==> config.mk <==
export PLATFORM = sky130hd
export DESIGN_NAME = smas_mul
export DESIGN_NICKNAME = d
export VERILOG_FILES = /design/src/smas_pkg.sv /design/src/smas_mul.sv
export SDC_FILE = /design/constraint.sdc
export NUM_CORES = 1
export LEC_CHECK = 0
export BUFFER_PORTS_ARGS = -buffer_cell sky130_fd_sc_hd__buf_4
export CAP_MARGIN = 15
export CORE_MARGIN = 2
export CORE_UTILIZATION = 45
export DETAILED_ROUTE_END_ITERATION = 10
export MAX_ROUTING_LAYER = met4
export PLACE_DENSITY = 0.68
export RECOVER_POWER = 50
export REMOVE_ABC_BUFFERS = 1
export SYNTH_ARGS = -nofsm -noshare
export SYNTH_HDL_FRONTEND = slang
export SYNTH_SLANG_ARGS = --single-unit
==> constraint.sdc <==
create_clock -name clk -period 14.1 [get_ports clk]
set_input_delay 2.115 -clock clk [delete_from_list [all_inputs] [get_ports clk]]
set_output_delay 2.115 -clock clk [all_outputs]
set_load 0.01 [all_outputs]
==> src/smas_pkg.sv <==
`timescale 1ns / 1ps
`default_nettype none

package smas_pkg;

	// item kinds
	localparam logic [1:0] ACT_CLEAR = 2'd0;
	localparam logic [1:0] ACT_MIX   = 2'd1;
	localparam logic [1:0] ACT_DRAIN = 2'd2;

	// register indexes
	localparam logic [1:0] REG_MVOL = 2'd0;
	localparam logic [1:0] REG_FMT  = 2'd1;
	localparam logic [1:0] REG_CHAN = 2'd2;

	localparam int APB_AW = 4;
	localparam int SLOT_W = 11;
	localparam int SLOT_SPAN = 2048;

	localparam logic [9:0] MVOL_MAX   = 10'd512;
	localparam logic [9:0] MVOL_RESET = 10'd256;
	localparam logic [1:0] CHAN_MONO   = 2'd1;
	localparam logic [1:0] CHAN_RESET  = 2'd2;

	localparam logic signed [23:0] SAT_HI = 24'sd32767;
	localparam logic signed [23:0] SAT_LO = -24'sd32768;
	localparam logic [15:0] OUT_MAX = 16'h7fff;
	localparam logic [15:0] OUT_MIN = 16'h8000;
	localparam logic [7:0] U8_BIAS = 8'd128;

	typedef struct packed {
		logic [31:0] r;
		logic [31:0] l;
	} acc_pair_t;

	typedef struct packed {
		logic               en;
		logic signed [16:0] a;
		logic signed [18:0] b;
	} mul_op_t;

endpackage

`default_nettype wire

==> src/smas_mul.sv <==
`timescale 1ns / 1ps
`default_nettype none

module smas_mul
	import smas_pkg::*;
(
	input  wire logic               clk,
	input  wire mul_op_t            op,
	output      logic signed [35:0] prod_q
);

	always_ff @(posedge clk) begin
		if (op.en) begin
			prod_q <= 36'(op.a * op.b);
		end
	end

endmodule

`default_nettype wire

==> results of run 1 <==
[placed cells by master (no fill, tap or decap), drive strengths merged, types with 2 or more instances in the layout]
cell,instances
inv,342
fa,326
and2,164
nand2,156
ha,89
buf,55
edfxtp,36
nor2,33
xnor2,28
clkbuf,23
a21oi,22
o21ai,14
nor3,12
nand2b,7
a21o,7
xor2,7
nand3,6
nor2b,6
a31oi,6
o21a,4
and3,4
clkinv,3
o21bai,3
nand3b,3
a2111oi,3
nand4,2
a211o,2
o2111ai,2
or4,2
or2,2
a211oi,2
a32oi,2
or3,2
o311ai,2
[kinds of logic after synthesis]
kind of cell,after synthesis,share of synthesized area (%)
adders and majority gates,415,58.0
and+or+nand+nor,403,15.7
buffers and inverters,392,11.2
AOI/OAI and AO/OA,81,4.56
DFF,36,8.20
xor gates and xnor gates,35,2.33
muxes,1,0.0760
[synth_stat cells (all sizes together), types with 3 or more instances]
cell type,number
ha,89
nor2b,6
nand2,156
a21o,7
xor2,7
nand3b,3
clkbuf,43
nor2,33
a2111oi,3
o21ai,14
a31oi,6
nand2b,7
fa,326
o21bai,3
nand3,6
a21oi,22
buf,6
xnor2,28
nor3,12
o21a,4
edfxtp,36
and2,164
and3,4
inv,342
[final cells by class]
type	count	area (um2)	area share (%)
clock buffers	5	125	0.888
flip-flops and latches	36	1080	7.68
well taps	384	480	3.41
clock inverters	2	7.51	0.0533
multi-input cells	935	10600	75.4
repair buffers	73	480	3.41
inverters	343	1290	9.14
[through the flow]
step / area [um2] / instances / setup slack, ns / hold slack (ns) / utilization (%)
finish: 14100 / 1778 / 6.13 / 2.34 / 48.9
global route: 14100 / 1778 / 5.68 / 2.34 / 48.9
CTS: 14200 / 1778 / 6.29 / 2.30 / 49.2
detailed placement: 14000 / 1771 / 6.01 / 2.52 / 48.7
global placement: 14000 / 1771 / 6.10 / 2.52 / 48.7
floorplan: 13000 / 1314 / 6.62 / 2.23 / -
[final timing paths]
path | from | to | cells past startpoint
worst max-delay path | op[19] | prod_q[33] | 19
worst min-delay path | op[0] | prod_q[0] | 2
[metal layers]
layer | global-route usage (%) | wire length, um
met5 | - | 0
met4 | 3.85 | 420
met3 | 1.87 | 1210
met2 | 36.8 | 15900
met1 | 27.5 | 12700
[critical path, delay by kind of cell]
kind / cells / cell delay, ns
XOR/XNOR: 1 / 0.16
AND/OR/NAND/NOR: 4 / 1.01
buffers and inverters: 5 / 1.15
AO/OA/AOI/OAI: 3 / 0.53
adder cells (fa/ha/maj): 6 / 3.04
==> flow_summary.ini, run 1 <==
[run_status]
status = complete, but fails checks
violations = max-capacitance violations, max-slew violations

[detailed_routing]
viasPerCell = 5.09
drc = 0
antenna_left = 0
dr.pass1.iters = 5
post_drt_wl_per_cell_um = 17.0
routed_wl_um = 30300
drt-initial-drc-count = 494
num_vias = 9053

[worst_setup_path]
crit_chain = clkbuf_1, and2_1, ha_1, fa_1, inv_1, fa_1, inv_1, fa_1, inv_1, fa_1, inv_1, ha_1, nor3_1, o21ai_0, a32oi_1, nor2_1, nor4bb_4, o311ai_4, xor2_1
critPathSlowestCell = fa_1
start_kind = input pin
endpoint_kind = flop
worstPathRequired_ns = 14.13
critPathMaxFanout = 19
critical_path_arrival_ns = 8.00
path_class = input pin to flop
critical-path-max-stage-delay_ns = 0.90

[synthesis]
ys_seq_elements = 36
yosysTopAreaCellShare_pct = 49.5
syn_inst = 1363
synth_edf_count = 36
async_flop_share_pct = 0
synth_ff_type = edfxtp_1
ys_seq_area_share_pct = 8.20
syn_avg_cell_area_um2 = 9.67
yosys.area.top_type = fa_1
synth_area_leaders = fa_1 50%, inv_1 9.7%, ha_1 8.5%
yosysWarnings = 0
syn_area_um2 = 13200
synth.distinct_cells = 60

[global_route]
grt_pass1_vias = 9755
grt_antenna_before_repair = 2
grt_max_degree = 37
grt_usage_pct = 21.2
grt_overflow = 0
grt_pass1_wl_um = 49500

[cts]
ctsResizeCount = 0
hold_buffers = 0
cts_root_buf = clkbuf_16
cts_tree = built
cts.sinks = 36
htreeDepth = 2
cts_setup_buffers = 0
cts_max_path_buffers = 2
cts_made_buffers = 5
clk_pin_slew_ns = 0.06

[final_layout]
drive_gt1_share_pct = 5.16
nNetsFinal = 1847
top_regs = prod_q x36
largest_register_ffs = 36
top_register = prod_q
fill_cells = 2693
syn2layout_area_growth_pct = 6.88
diodes = 0

[sta]
slew_violations = 37
slew_headroom_pct = -46.9
setup_violations = 0
max_clock_freq_mhz = 125
min_period_over_period_pct = 56.5
tightest_slew_ns = 2.20
fin_setup_tns_ns = 0
rsz0062_at_grt = false
hold_violations = 0
finalCriticalPeriod_ns = 7.97

[die]
io_pins = 74
die_y_um = 175
std_cell_rows = 62
start_util_pct = 45.8
die_x_um = 175
die-area_um2 = 30700
core_um2 = 28800

[run]
maxCapViolations = 1

[worst_hold_path]
hp-class = input pin to flop

[place]
dp_hpwl_um = 24900
numPortBuffers = 73
gp_congestion = 0.893
Power of run 1 is not shown: default switching activity piles up to over one toggle a cycle in this logic, so the estimate is an artifact.
==> inputs of run 2 (changes only) <==
--- a/config.mk
+++ b/config.mk
@@ -11,7 +11,7 @@
 export CORE_UTILIZATION = 45
 export DETAILED_ROUTE_END_ITERATION = 10
 export MAX_ROUTING_LAYER = met4
-export PLACE_DENSITY = 0.68
+export PLACE_DENSITY = 0.7
 export RECOVER_POWER = 50
 export REMOVE_ABC_BUFFERS = 1
 export SYNTH_ARGS = -nofsm -noshare
==> constraint.sdc (replaced) <==
create_clock -name clk -period 6.9 [get_ports clk]
set_input_delay 1.035 -clock clk [delete_from_list [all_inputs] [get_ports clk]]
set_output_delay 1.035 -clock clk [all_outputs]
set_load 0.01 [all_outputs]
==> run 2 against run 1 <==
Net effect: the run still ends with max-capacitance violations, max-slew violations left; cell count increased by 0.90%; routed wire length decreased by 2.5%; cell area up 1.0%; global-route usage fell by 0.072 points; utilization grew 0.50 points.
==> flow_summary.ini, run 2 (synthesis gave the netlist of run 1 again) <==
[run_status]
status = complete, but fails checks
violations = max-capacitance violations, max-slew violations

[sta]
worst_slack_ns = 0.326
hold_violations = 0
slew_violations = 37
finalCriticalPeriod_ns = 6.57
slew_headroom_pct = -43.4
min_period_over_period_pct = 95.3
rsz0062_at_grt = false
setup_violations = 0
fin_setup_tns_ns = 0
tightest_slew_ns = 2.15
max_clock_freq_mhz = 152

[detailed_routing]
routed_wl_um = 29500
wl_met3_um = 1220
post_drt_wl_per_cell_um = 16.4
dr.pass1.iters = 5
drt-met1-wl_um = 12400
drt-initial-drc-count = 562
drc = 0
num_vias = 9147
antenna_left = 0
viasPerCell = 5.10
top_layer = met4
wl_met2_um = 15100

[place]
place_ws_ns = 0.0424
gp_congestion = 0.875
dp_hpwl_um = 25200
numPortBuffers = 73

[global_route]
grt_pass1_vias = 9970
grt_usage_pct = 21.2
grt_pass1_wl_um = 49800
grt_overflow = 0
grt_max_degree = 37
grt_antenna_before_repair = 0

[cts]
clk_pin_slew_ns = 0.06
cts_tree = built
htreeDepth = 2
cts_max_path_buffers = 2
cts.sinks = 36
cts_setup_buffers = 0
cts_root_buf = clkbuf_16
hold_buffers = 0
cts_made_buffers = 5
ctsResizeCount = 0

[worst_setup_path]
start_kind = input pin
critical_path_arrival_ns = 6.62
path_class = input pin to flop
worstPathRequired_ns = 6.95
critPathMaxFanout = 13
endpoint_kind = flop
critPathSlowestCell = fa_1
crit_buf_inv = 7
crit_family = adder cells
crit_chain = buf_4, clkbuf_1, nand2_1, fa_1, inv_1, ha_1, inv_1, fa_1, fa_1, inv_1, fa_1, inv_1, fa_1, inv_1, ha_1, or4_1, a21oi_2, nand3_1, a32oi_2, a211oi_2, nor3_1, and4b_1
critical-path-max-stage-delay_ns = 0.57

[die]
die-area_um2 = 30700
die_y_um = 175
start_util_pct = 45.8
std_cell_rows = 62
die_x_um = 175
io_pins = 74
core_um2 = 28800

[final_layout]
largest_register_ffs = 36
fill_cells = 2683
multi_input_area_um2 = 10600
diodes = 0
fin_util_pct = 49.4
layout_commonest_cell = inv_1
drive_gt1_share_pct = 6.31
seq_area_um2 = 1080
top_regs = prod_q x36
syn2layout_area_growth_pct = 7.98
layout_common_cells = 342 x inv_1, 326 x fa_1, 164 x and2_1, 156 x nand2_1, 89 x ha_1
nNetsFinal = 1862
top_register = prod_q

[worst_hold_path]
hp-class = input pin to flop

[run]
maxCapViolations = 1
==> run 2: cell count changes in the layout (fill, tap and decap cells not counted) <==
cell,delta
buf_4,+15
bufinv_16,+1
clkbuf_1,+1
clkinv_1,-2
clkinv_2,+1
==> run 2: per-layer routing <==
layer / track usage [%] / vias up
li1: - / 4092
met1: 27.2 / 4769
met2: 35.6 / 227
met3: 2.44 / 59
met4: 5.87 / 0
met5: - / -
==> run 2: final cells by class <==
cell class | count | area share [%]
Clock buffer | 6 | 0.906
Clock inverter | 2 | 0.246
Inverter | 343 | 9.05
Multi-Input combinational cell | 935 | 74.7
Sequential cell | 36 | 7.60
Tap cell | 384 | 3.38
Timing Repair Buffer | 88 | 4.17
==> run 2: through the flow <==
| step | std cells | cell area [um2] | hold slack [ns] |
|---|---|---|---|
| global placement | 1786 | 14100 | 1.44 |
| finish | 1794 | 14200 | 1.23 |
| global route | 1794 | 14200 | 1.25 |
| CTS | 1794 | 14300 | 1.23 |
| floorplan | 1314 | 13000 | 1.15 |
| detailed placement | 1786 | 14100 | 1.44 |
==> run 2: path summary, 6_finish.rpt <==
path              startpoint         end  slack, ns  cells after the start
setup / recovery       op[0]  prod_q[34]       0.33                     22
hold / removal        op[19]   prod_q[0]       1.23                      2
Power of run 2 is left out for the same reason.
